--- config.mk ---
export PLATFORM = sky130hd
export DESIGN_NAME = waypoint_sequencer_with_dwell
export DESIGN_NICKNAME = d
export VERILOG_FILES = /design/src/sv/wsd_pkg.sv /design/src/sv/wsd_cfg.sv /design/src/sv/wsd_step.sv /design/src/sv/wsd_skid.sv /design/src/sv/waypoint_sequencer_with_dwell.sv
export SDC_FILE = /design/constraint.sdc
export NUM_CORES = 2
export LEC_CHECK = 0
export ABC_CLOCK_PERIOD_IN_PS = 13700
export BUFFER_PORTS_ARGS = -buffer_cell sky130_fd_sc_hd__buf_2
export CAP_MARGIN = 20
export CORE_ASPECT_RATIO = 1.75
export CORE_MARGIN = 2
export CORE_UTILIZATION = 45
export DETAILED_ROUTE_END_ITERATION = 6
export PLACE_DENSITY_LB_ADDON = 0.05
export SLEW_MARGIN = 30
export SYNTH_ARGS = -nofsm -noshare
export SYNTH_HDL_FRONTEND = slang
export SYNTH_SLANG_ARGS = --single-unit
--- constraint.sdc ---
create_clock -name i_clk -period 13.7 [get_ports i_clk]
set_input_delay 2.74 -clock i_clk [delete_from_list [all_inputs] [get_ports i_clk]]
set_output_delay 2.74 -clock i_clk [all_outputs]
set_load 0.03 [all_outputs]
--- src/sv/wsd_pkg.sv ---
// ----------------------------------------------------------------------------
// wsd_pkg: shared types and constants for the waypoint sequencer
// Waypoint record, input and result items, configuration set, opcodes and
// register indexes, plus the 16-bit saturation helper.
// ----------------------------------------------------------------------------
package wsd_pkg;

    localparam int MAX_WAYPOINTS = 8;
    localparam int IDX_W         = $clog2(MAX_WAYPOINTS);
    localparam int CFG_IDX_W     = 3;
    localparam int CFG_DATA_W    = 16;

    typedef logic signed [15:0] t_coord;
    typedef logic [IDX_W-1:0]   t_idx;

    typedef enum logic {
        OP_MEASURE = 1'b0,
        OP_WRITE   = 1'b1
    } t_opcode;

    typedef enum logic [CFG_IDX_W-1:0] {
        CFG_PATH_LENGTH       = 3'd0,
        CFG_DIST_THRESHOLD    = 3'd1,
        CFG_SHORT_DWELL       = 3'd2,
        CFG_LONG_DWELL        = 3'd3,
        CFG_HEADING_TOLERANCE = 3'd4,
        CFG_SNAP_BAND         = 3'd5,
        CFG_SLEW_STEP         = 3'd6
    } t_cfg_index;

    typedef struct packed {
        t_coord x;
        t_coord y;
        t_coord h;
    } t_waypoint;

    typedef struct packed {
        logic [3:0]  path_length;
        logic [15:0] dist_threshold;
        logic [15:0] short_dwell;
        logic [15:0] long_dwell;
        logic [11:0] heading_tolerance;
        logic [11:0] snap_band;
        logic [7:0]  slew_step;
    } t_cfg;

    localparam logic [3:0]  RST_PATH_LENGTH       = 4'd6;
    localparam logic [15:0] RST_DIST_THRESHOLD    = 16'd50;
    localparam logic [15:0] RST_SHORT_DWELL       = 16'd40;
    localparam logic [15:0] RST_LONG_DWELL        = 16'd200;
    localparam logic [11:0] RST_HEADING_TOLERANCE = 12'd50;
    localparam logic [11:0] RST_SNAP_BAND         = 12'd30;
    localparam logic [7:0]  RST_SLEW_STEP         = 8'd2;

    typedef struct packed {
        t_opcode   opcode;
        t_coord    x_pos;
        t_coord    y_pos;
        t_coord    heading;
        t_idx      entry_index;
        t_waypoint entry;
    } t_item;

    typedef struct packed {
        t_coord x_target;
        t_coord y_target;
        t_coord heading_target;
        t_idx   waypoint_index;
        logic   advanced;
    } t_result;

    // clamp a 17-bit signed value into the 16-bit signed range
    function automatic t_coord sat16(input logic signed [16:0] v);
        t_coord r;
        if (v > 17'sd32767) begin
            r = 16'sh7FFF;
        end else if (v < -17'sd32768) begin
            r = 16'sh8000;
        end else begin
            r = v[15:0];
        end
        return r;
    endfunction

endpackage

--- src/sv/wsd_cfg.sv ---
// ----------------------------------------------------------------------------
// wsd_cfg: configuration register file
// Seven write-only registers, loaded through a plain indexed write port.
// ----------------------------------------------------------------------------
module wsd_cfg (
    input  logic                                i_clk,
    input  logic                                i_rst_n,
    input  logic                                i_wr_en,
    input  logic [wsd_pkg::CFG_IDX_W-1:0]       i_index,
    input  logic [wsd_pkg::CFG_DATA_W-1:0]      i_data,
    output wsd_pkg::t_cfg                       o_cfg
);
    import wsd_pkg::*;

    t_cfg r_cfg;

    always_ff @(posedge i_clk) begin
        if (!i_rst_n) begin
            r_cfg.path_length       <= RST_PATH_LENGTH;
            r_cfg.dist_threshold    <= RST_DIST_THRESHOLD;
            r_cfg.short_dwell       <= RST_SHORT_DWELL;
            r_cfg.long_dwell        <= RST_LONG_DWELL;
            r_cfg.heading_tolerance <= RST_HEADING_TOLERANCE;
            r_cfg.snap_band         <= RST_SNAP_BAND;
            r_cfg.slew_step         <= RST_SLEW_STEP;
        end else if (i_wr_en) begin
            unique case (t_cfg_index'(i_index))
                CFG_PATH_LENGTH:       r_cfg.path_length       <= i_data[3:0];
                CFG_DIST_THRESHOLD:    r_cfg.dist_threshold    <= i_data;
                CFG_SHORT_DWELL:       r_cfg.short_dwell       <= i_data;
                CFG_LONG_DWELL:        r_cfg.long_dwell        <= i_data;
                CFG_HEADING_TOLERANCE: r_cfg.heading_tolerance <= i_data[11:0];
                CFG_SNAP_BAND:         r_cfg.snap_band         <= i_data[11:0];
                CFG_SLEW_STEP:         r_cfg.slew_step         <= i_data[7:0];
                default: ;
            endcase
        end
    end

    assign o_cfg = r_cfg;

endmodule

--- src/sv/wsd_step.sv ---
// ----------------------------------------------------------------------------
// wsd_step: input register, sequencer state and single-pass step logic
// Holds the waypoint table, cached current and previous entries, index,
// dwell count and held heading; one item is resolved per cycle while i_ready is high.
// ----------------------------------------------------------------------------
module wsd_step (
    input  logic               i_clk,
    input  logic               i_rst_n,
    input  logic               i_valid,
    input  wsd_pkg::t_item     i_item,
    output logic               o_stall,
    input  wsd_pkg::t_cfg      i_cfg,
    input  logic               i_ready,
    output logic               o_res_valid,
    output wsd_pkg::t_result   o_res
);
    import wsd_pkg::*;

    // input stage
    logic      r_in_valid;
    t_item     r_item;

    // sequencer state
    t_waypoint r_table [MAX_WAYPOINTS];
    t_waypoint r_cur;    // copy of r_table[r_idx]
    t_waypoint r_prev;   // copy of r_table[r_idx - 1]
    t_idx      r_idx;
    logic [15:0] r_dwell;
    t_coord    r_held;

    t_waypoint n_cur, n_prev;
    t_idx      n_idx;
    logic [15:0] n_dwell;
    t_coord    n_held;
    logic      adv;

    logic                fire;
    logic                accept;
    t_waypoint           rd_next;
    logic signed [16:0]  head_err;
    logic [16:0]         head_abs;
    logic                in_tol;
    logic                repeat_wp;
    logic signed [16:0]  dx_s, dy_s;
    logic [16:0]         dx, dy, dmax;
    logic                near;
    logic [15:0]         cnt1;
    logic [15:0]         limit;
    logic                hit;
    logic [IDX_W:0]      nxt_w;
    t_idx                nxt_idx;
    logic signed [16:0]  held_w, diff, snap_s, step_s;

    assign fire    = r_in_valid & i_ready;
    assign o_stall = r_in_valid & ~i_ready;
    assign accept  = i_valid & ~o_stall;

    always_ff @(posedge i_clk) begin
        if (!i_rst_n) begin
            r_in_valid <= 1'b0;
        end else if (!o_stall) begin
            r_in_valid <= i_valid;
        end
    end

    always_ff @(posedge i_clk) begin
        if (accept) begin
            r_item <= i_item;
        end
    end

    always_comb begin
        // next index with wrap at path length
        nxt_w   = {1'b0, r_idx} + 1'b1;
        nxt_idx = (nxt_w >= (IDX_W+1)'(i_cfg.path_length) || nxt_w[IDX_W])
                  ? '0 : nxt_w[IDX_W-1:0];
        rd_next = r_table[nxt_idx];

        head_err = {r_item.heading[15], r_item.heading} - {r_cur.h[15], r_cur.h};
        head_abs = head_err[16] ? 17'(-head_err) : 17'(head_err);
        in_tol   = head_abs < {5'b0, i_cfg.heading_tolerance};

        repeat_wp = (r_idx > t_idx'(1)) && (r_cur == r_prev);

        dx_s = {r_item.x_pos[15], r_item.x_pos} - {r_cur.x[15], r_cur.x};
        dy_s = {r_item.y_pos[15], r_item.y_pos} - {r_cur.y[15], r_cur.y};
        dx   = dx_s[16] ? 17'(-dx_s) : 17'(dx_s);
        dy   = dy_s[16] ? 17'(-dy_s) : 17'(dy_s);
        dmax = (dx > dy) ? dx : dy;
        near = dmax < {1'b0, i_cfg.dist_threshold};

        cnt1  = r_dwell + 16'd1;
        limit = repeat_wp ? i_cfg.long_dwell : i_cfg.short_dwell;
        hit   = (cnt1 == limit);

        held_w = {r_held[15], r_held};
        diff   = held_w - {r_cur.h[15], r_cur.h};
        snap_s = $signed({5'b0, i_cfg.snap_band});
        step_s = $signed({9'b0, i_cfg.slew_step});

        n_cur   = r_cur;
        n_prev  = r_prev;
        n_idx   = r_idx;
        n_dwell = r_dwell;
        n_held  = r_held;
        adv     = 1'b0;

        if (r_item.opcode == OP_WRITE) begin
            if (r_item.entry_index == r_idx) begin
                n_cur = r_item.entry;
            end
            if (r_item.entry_index == t_idx'(r_idx - 1'b1)) begin
                n_prev = r_item.entry;
            end
        end else if (in_tol) begin
            if (repeat_wp || near) begin
                adv     = hit;
                n_dwell = hit ? 16'd0 : cnt1;
            end else begin
                n_dwell = 16'd0;
            end
            if (adv) begin
                n_idx  = nxt_idx;
                n_cur  = rd_next;
                // after a wrap to slot 0 the previous copy is never consulted
                n_prev = r_cur;
            end
        end else begin
            if (diff > snap_s) begin
                n_held = sat16(held_w - step_s);
            end else if (diff < -snap_s) begin
                n_held = sat16(held_w + step_s);
            end else begin
                n_held = r_cur.h;
            end
        end
    end

    always_ff @(posedge i_clk) begin
        if (!i_rst_n) begin
            r_idx   <= '0;
            r_dwell <= '0;
            r_held  <= '0;
        end else if (fire) begin
            r_idx   <= n_idx;
            r_dwell <= n_dwell;
            r_held  <= n_held;
        end
    end

    always_ff @(posedge i_clk) begin
        if (fire) begin
            r_cur  <= n_cur;
            r_prev <= n_prev;
            if (r_item.opcode == OP_WRITE) begin
                r_table[r_item.entry_index] <= r_item.entry;
            end
        end
    end

    assign o_res_valid          = fire;
    assign o_res.x_target       = n_cur.x;
    assign o_res.y_target       = n_cur.y;
    assign o_res.heading_target = n_held;
    assign o_res.waypoint_index = n_idx;
    assign o_res.advanced       = adv;

`ifndef SYNTHESIS
    a_dwell_clear_on_adv: assert property (@(posedge i_clk) disable iff (!i_rst_n)
        fire && adv |=> r_dwell == 16'd0)
        else $error("dwell count not cleared after advance");

    a_idx_hold: assert property (@(posedge i_clk) disable iff (!i_rst_n)
        fire && !adv |=> r_idx == $past(r_idx))
        else $error("index moved without advance");

    a_dwell_hold_off_tol: assert property (@(posedge i_clk) disable iff (!i_rst_n)
        fire && r_item.opcode == OP_MEASURE && !in_tol |=> $stable(r_dwell))
        else $error("dwell count changed while heading off tolerance");
`endif

endmodule

--- src/sv/wsd_skid.sv ---
// ----------------------------------------------------------------------------
// wsd_skid: output register with skid stage
// Parks one result while the receiver stalls so the step stage keeps going.
// ----------------------------------------------------------------------------
module wsd_skid (
    input  logic               i_clk,
    input  logic               i_rst_n,
    input  logic               i_res_valid,
    input  wsd_pkg::t_result   i_res,
    output logic               o_ready,
    output logic               o_valid,
    output wsd_pkg::t_result   o_res,
    input  logic               i_stall
);
    import wsd_pkg::*;

    logic    r_out_valid, r_skid_valid;
    t_result r_out, r_skid;
    logic    n_out_valid, n_skid_valid;
    t_result n_out, n_skid;
    logic    take, free;

    always_comb begin
        take         = r_out_valid & ~i_stall;
        free         = ~r_out_valid | take;
        n_out_valid  = r_out_valid;
        n_skid_valid = r_skid_valid;
        n_out        = r_out;
        n_skid       = r_skid;
        if (free) begin
            if (r_skid_valid) begin
                n_out        = r_skid;
                n_out_valid  = 1'b1;
                n_skid_valid = 1'b0;
            end else begin
                n_out_valid = i_res_valid;
                if (i_res_valid) begin
                    n_out = i_res;
                end
            end
        end else if (i_res_valid) begin
            n_skid_valid = 1'b1;
            n_skid       = i_res;
        end
    end

    always_ff @(posedge i_clk) begin
        if (!i_rst_n) begin
            r_out_valid  <= 1'b0;
            r_skid_valid <= 1'b0;
        end else begin
            r_out_valid  <= n_out_valid;
            r_skid_valid <= n_skid_valid;
        end
    end

    always_ff @(posedge i_clk) begin
        r_out  <= n_out;
        r_skid <= n_skid;
    end

    assign o_ready = ~r_skid_valid;
    assign o_valid = r_out_valid;
    assign o_res   = r_out;

`ifndef SYNTHESIS
    a_skid_implies_out: assert property (@(posedge i_clk) disable iff (!i_rst_n)
        r_skid_valid |-> r_out_valid)
        else $error("skid entry held with empty output register");

    a_no_overrun: assert property (@(posedge i_clk) disable iff (!i_rst_n)
        i_res_valid |-> !r_skid_valid)
        else $error("result offered while skid stage full");
`endif

endmodule

--- src/sv/waypoint_sequencer_with_dwell.sv ---
// ----------------------------------------------------------------------------
// waypoint_sequencer_with_dwell: waypoint guidance sequencer top level
// Loads waypoints, slews the heading setpoint and advances through the path
// after a dwell on position or on a repeated waypoint.
// ----------------------------------------------------------------------------
// Usage
//  - Input channel (i_in_valid / o_in_stall): opcode OP_WRITE stores a
//    waypoint in slot i_entry_index; OP_MEASURE carries position and heading.
//  - Every input transfer yields exactly one result transfer on the output
//    channel (o_out_valid / i_out_stall), in order.
//  - An item passes the input register, then the result register, before
//    its result can transfer; o_out_valid rises with the result register.
//    Throughput: one item per cycle while the output buffer has room, set by the
//    single step stage that updates index, dwell count and held heading.
//  - Receiver stall: a two-deep output buffer (result register plus skid)
//    absorbs one further result; only when both are full does o_in_stall
//    rise. Nothing is dropped or repeated.
//  - Reset (i_rst_n low, synchronous): index, dwell count and held heading go
//    to zero, registers to their defaults, channels empty. Table contents are
//    not cleared; slots must be written before they are used.
//  - Configuration writes (i_cfg_wr_en) take effect at once and belong to
//    idle periods only.
// ----------------------------------------------------------------------------
module waypoint_sequencer_with_dwell (
    input  logic                             i_clk,
    input  logic                             i_rst_n,
    // configuration
    input  logic                             i_cfg_wr_en,
    input  logic [wsd_pkg::CFG_IDX_W-1:0]    i_cfg_index,
    input  logic [wsd_pkg::CFG_DATA_W-1:0]   i_cfg_data,
    // input channel
    input  logic                             i_in_valid,
    output logic                             o_in_stall,
    input  logic                             i_opcode,
    input  logic signed [15:0]               i_x_pos,
    input  logic signed [15:0]               i_y_pos,
    input  logic signed [15:0]               i_heading,
    input  logic [2:0]                       i_entry_index,
    input  logic signed [15:0]               i_entry_x,
    input  logic signed [15:0]               i_entry_y,
    input  logic signed [15:0]               i_entry_heading,
    // output channel
    output logic                             o_out_valid,
    input  logic                             i_out_stall,
    output logic signed [15:0]               o_x_target,
    output logic signed [15:0]               o_y_target,
    output logic signed [15:0]               o_heading_target,
    output logic [2:0]                       o_waypoint_index,
    output logic                             o_advanced
);
    import wsd_pkg::*;

    t_cfg    cfg;
    t_item   item;
    t_result step_res, out_res;
    logic    step_valid, buf_ready;

    // pack the item fields
    assign item.opcode      = t_opcode'(i_opcode);
    assign item.x_pos       = i_x_pos;
    assign item.y_pos       = i_y_pos;
    assign item.heading     = i_heading;
    assign item.entry_index = i_entry_index;
    assign item.entry.x     = i_entry_x;
    assign item.entry.y     = i_entry_y;
    assign item.entry.h     = i_entry_heading;

    wsd_cfg u_cfg (
        .i_clk   (i_clk),
        .i_rst_n (i_rst_n),
        .i_wr_en (i_cfg_wr_en),
        .i_index (i_cfg_index),
        .i_data  (i_cfg_data),
        .o_cfg   (cfg)
    );

    // step stage: stalls only when the output buffer is full
    wsd_step u_step (
        .i_clk       (i_clk),
        .i_rst_n     (i_rst_n),
        .i_valid     (i_in_valid),
        .i_item      (item),
        .o_stall     (o_in_stall),
        .i_cfg       (cfg),
        .i_ready     (buf_ready),
        .o_res_valid (step_valid),
        .o_res       (step_res)
    );

    wsd_skid u_skid (
        .i_clk       (i_clk),
        .i_rst_n     (i_rst_n),
        .i_res_valid (step_valid),
        .i_res       (step_res),
        .o_ready     (buf_ready),
        .o_valid     (o_out_valid),
        .o_res       (out_res),
        .i_stall     (i_out_stall)
    );

    assign o_x_target       = out_res.x_target;
    assign o_y_target       = out_res.y_target;
    assign o_heading_target = out_res.heading_target;
    assign o_waypoint_index = out_res.waypoint_index;
    assign o_advanced       = out_res.advanced;

endmodule

==> results.txt <==
Synth warnings -> 0
area post-placement -> 0.0424 sq mm
Synth area leaders -> edfxtp_1 51%, dfxtp_1 6.1%, mux4_2 5.4%
number of global-route vias before repair -> 27.9k
nets in the synthesized netlist -> 3592
library cell appearing most often on the critical path -> a21oi_1
average via count per standard cell -> 5.89
most area-hungry cell type in the Yosys netlist -> edfxtp_1
primary flip-flop cell chosen by synthesis mapping -> edfxtp_1
register area share after synthesis -> 0.572
CP max-delay cell -> nand2_1
required time reported for the critical path endpoint -> 13990 ps
share of flip-flops with an asynchronous set or reset -> 0
number of DRC violations after detailed routing -> 0
Slew Viols, Final -> 0
Antenna Nets Post-Route -> 0
y dimension of the die -> 399 um
number of antenna violations at the first check in global routing -> 4
total routed wirelength -> 121000 um
largest net degree at the start of global routing -> 93
total clock buffers created by CTS -> 79
synthesized instance count -> 3300
cell with the most instances after synthesis -> edfxtp_1
count of endpoints failing setup in the final report -> 0
mean instance size in the synthesized netlist -> 12.2 sq um
die area -> 0.0918 sq mm
power density cells -> 133 mW/mm^2
Post-CTS Resized -> 0
nets -> 3735
Finished Core Util -> 0.508
remaining global-route overflow -> 0
Post-CTS Hold Buffers -> 0
clock transition time at the flip-flop clock pins of the worst setup and hold paths -> 70 ps
detailed-route via count -> 27.6k
maximum level of the CTS H-tree -> 3
standby leakage power -> 16.0 nW
largest clock skew in the final design -> 31.9 ps
cell area after layout -> 0.0452 sq mm
width of the die -> 230 um
wire length of the first global-routing pass -> 179000 um
number of endpoints with negative hold slack in the final report -> 0
arrival time of the worst setup path -> 10190 ps
HPWL after detailed placement -> 86300 um
Final Total Pwr -> 6.01 mW
number of sinks handled by clock tree synthesis -> 806
drt first-iter violations -> 2027
final worst setup slack -> 3800 ps
largest fanout on the critical path -> 48
dpl ws -> 3830 ps
post-route minimum period -> 9900 ps
Worst Setup End Kind -> register
buffers inserted by post-CTS timing repair -> 0
number of different library cells in the post-synthesis netlist -> 88
result of the run -> finished, final reports clean
class of the worst hold path -> register to register
number of I/O port buffers -> 177
Global Route Usage Sum -> 0.262
fraction of layout cells with a size suffix above 1 -> 0.147
number of enable-type register cells in the synthesized netlist -> 684
critical setup path kind -> register to register
number of optimization iterations in the first detailed-route pass -> 5
effective utilization at floorplan -> 0.452
cell types with the highest counts after synthesis -> 684 x edfxtp_1, 321 x nand2_1, 233 x nor2_1
Critical Path Source Type -> register
number of buffers on the longest clock path -> 3
post-route clock period utilization -> 0.723
Max-Cap Viols -> 0
netlist area before placement -> 0.0402 sq mm
Worst-Margin Slew -> 998 ps
top cell type's share of synthesized area -> 0.511
TritonCTS clock tree -> yes
RSZ-0062 raised after global routing -> false
Top Ports -> 178
standard-cell row count -> 145
core footprint -> 0.0889 sq mm
total of flip-flops plus latches after synthesis -> 806
sum of negative setup slack -> 0 ps
Wirelength per Cell -> 25.8 um
clock latency on the worst-skew pair -> 680 ps
maximum vdd ir drop -> 0.112 mV
highest clock rate -> 101 MHz
headroom to the max-slew limit -> 0.334
area growth from synthesis to layout -> 12.3%
weighted congestion reported at the end of routability-driven placement -> 0.919
CTS Root Buffer Type -> clkbuf_16
delay of the slowest cell on the worst path -> 660 ps
## cells in the final DEF (no fill, tap or decap), types with 101 or more instances in the layout
cell type and count:
nand2_1 320, buf_2 177, a21oi_1 185, nand3_1 107
xnor2_1 111, o21ai_0 101, ha_1 162, edfxtp_1 684
inv_1 145, nor2_1 223, dfxtp_1 121
## worst paths after layout
check,start,endpoint,slack [ps],cells past startpoint
hold reg to reg,u_cfg.o_cfg[36],u_cfg.o_cfg[36],460,2
hold / removal,u_cfg.o_cfg[36],u_cfg.o_cfg[36],460,2
setup reg to reg,u_step.r_cur[16],u_step.r_prev[17],3800,33
setup / recovery,u_step.r_cur[16],u_step.r_prev[17],3800,33
## power breakdown
part	internal (mW)	switching, mW	total [mW]
Clock	1.33	0.982	2.31
Sequential	2.73	0.0545	2.78
Combinational	0.333	0.581	0.914
## stage by stage
| stage | instances | hold WS [ps] |
|---|---|---|
| final | 4682 | 457 |
| after global routing | 4681 | 481 |
| after CTS | 4681 | 459 |
| after detailed placement | 4538 | 450 |
| after global placement | 4537 | 441 |
| after floorplan | 3300 | 432 |
## sequential cells by signal, summed over array words and instances, names as in the netlist
| name | cells |
|---|---|
| u_step.r_dwell | 16 |
| u_step.r_prev | 48 |
| u_skid.o_valid | 1 |
| u_skid.o_res | 52 |
| u_step.r_held | 16 |
| u_step.r_table | 384 |
| u_step.r_item | 100 |
| u_skid.r_skid | 52 |
| u_step.r_idx | 3 |
| u_skid.r_skid_valid | 1 |
| u_cfg.o_cfg | 84 |
| u_step.r_cur | 48 |
| u_step.r_in_valid | 1 |
## worst max-delay path: cells and delay by family, from the launching register on
kind / cells / cell delay, ps
compound gates: 16 / 3450
xor+xnor: 1 / 200
fa+ha+maj: 4 / 1260
buf+inv: 2 / 1000
flops: 1 / 450
simple gates: 10 / 3080
## routing by layer
| metal | global-route usage | share of wire | vias to the layer above |
|---|---|---|---|
| li1 | - | - | 12800 |
| met1 | 0.313 | 0.40 | 13900 |
| met2 | 0.473 | 0.52 | 772 |
| met3 | 0.0295 | 0.037 | 202 |
| met4 | 0.122 | 0.047 | 2 |
| met5 | 0 | 0.000083 | - |
## cell type report
| cell class | count | area [sq um] |
|---|---|---|
| multi-input cells | 2194 | 16200 |
| clock inverters | 52 | 648 |
| inverters | 149 | 559 |
| well taps | 1176 | 1470 |
| fillers | 7810 | 43700 |
| repair buffers | 213 | 1180 |
| clock buffers | 91 | 2090 |
| flip-flops and latches | 806 | 23000 |
| diodes | 1 | 2.50 |
## cells by family (layout without fill, tap and decap cells)
group | after synthesis | after routing | share of synthesized area
muxes | 192 | 192 | 0.0786
AOI/OAI and AO/OA | 688 | 688 | 0.115
buffers and inverters | 300 | 505 | 0.0290
DFF | 806 | 806 | 0.572
adders and majority gates | 168 | 168 | 0.0534
other | 0 | 1 | 0
xor gates and xnor gates | 171 | 171 | 0.0373
and+or+nand+nor | 975 | 975 | 0.115
Note: power is estimated with default switching activity, not from simulation.
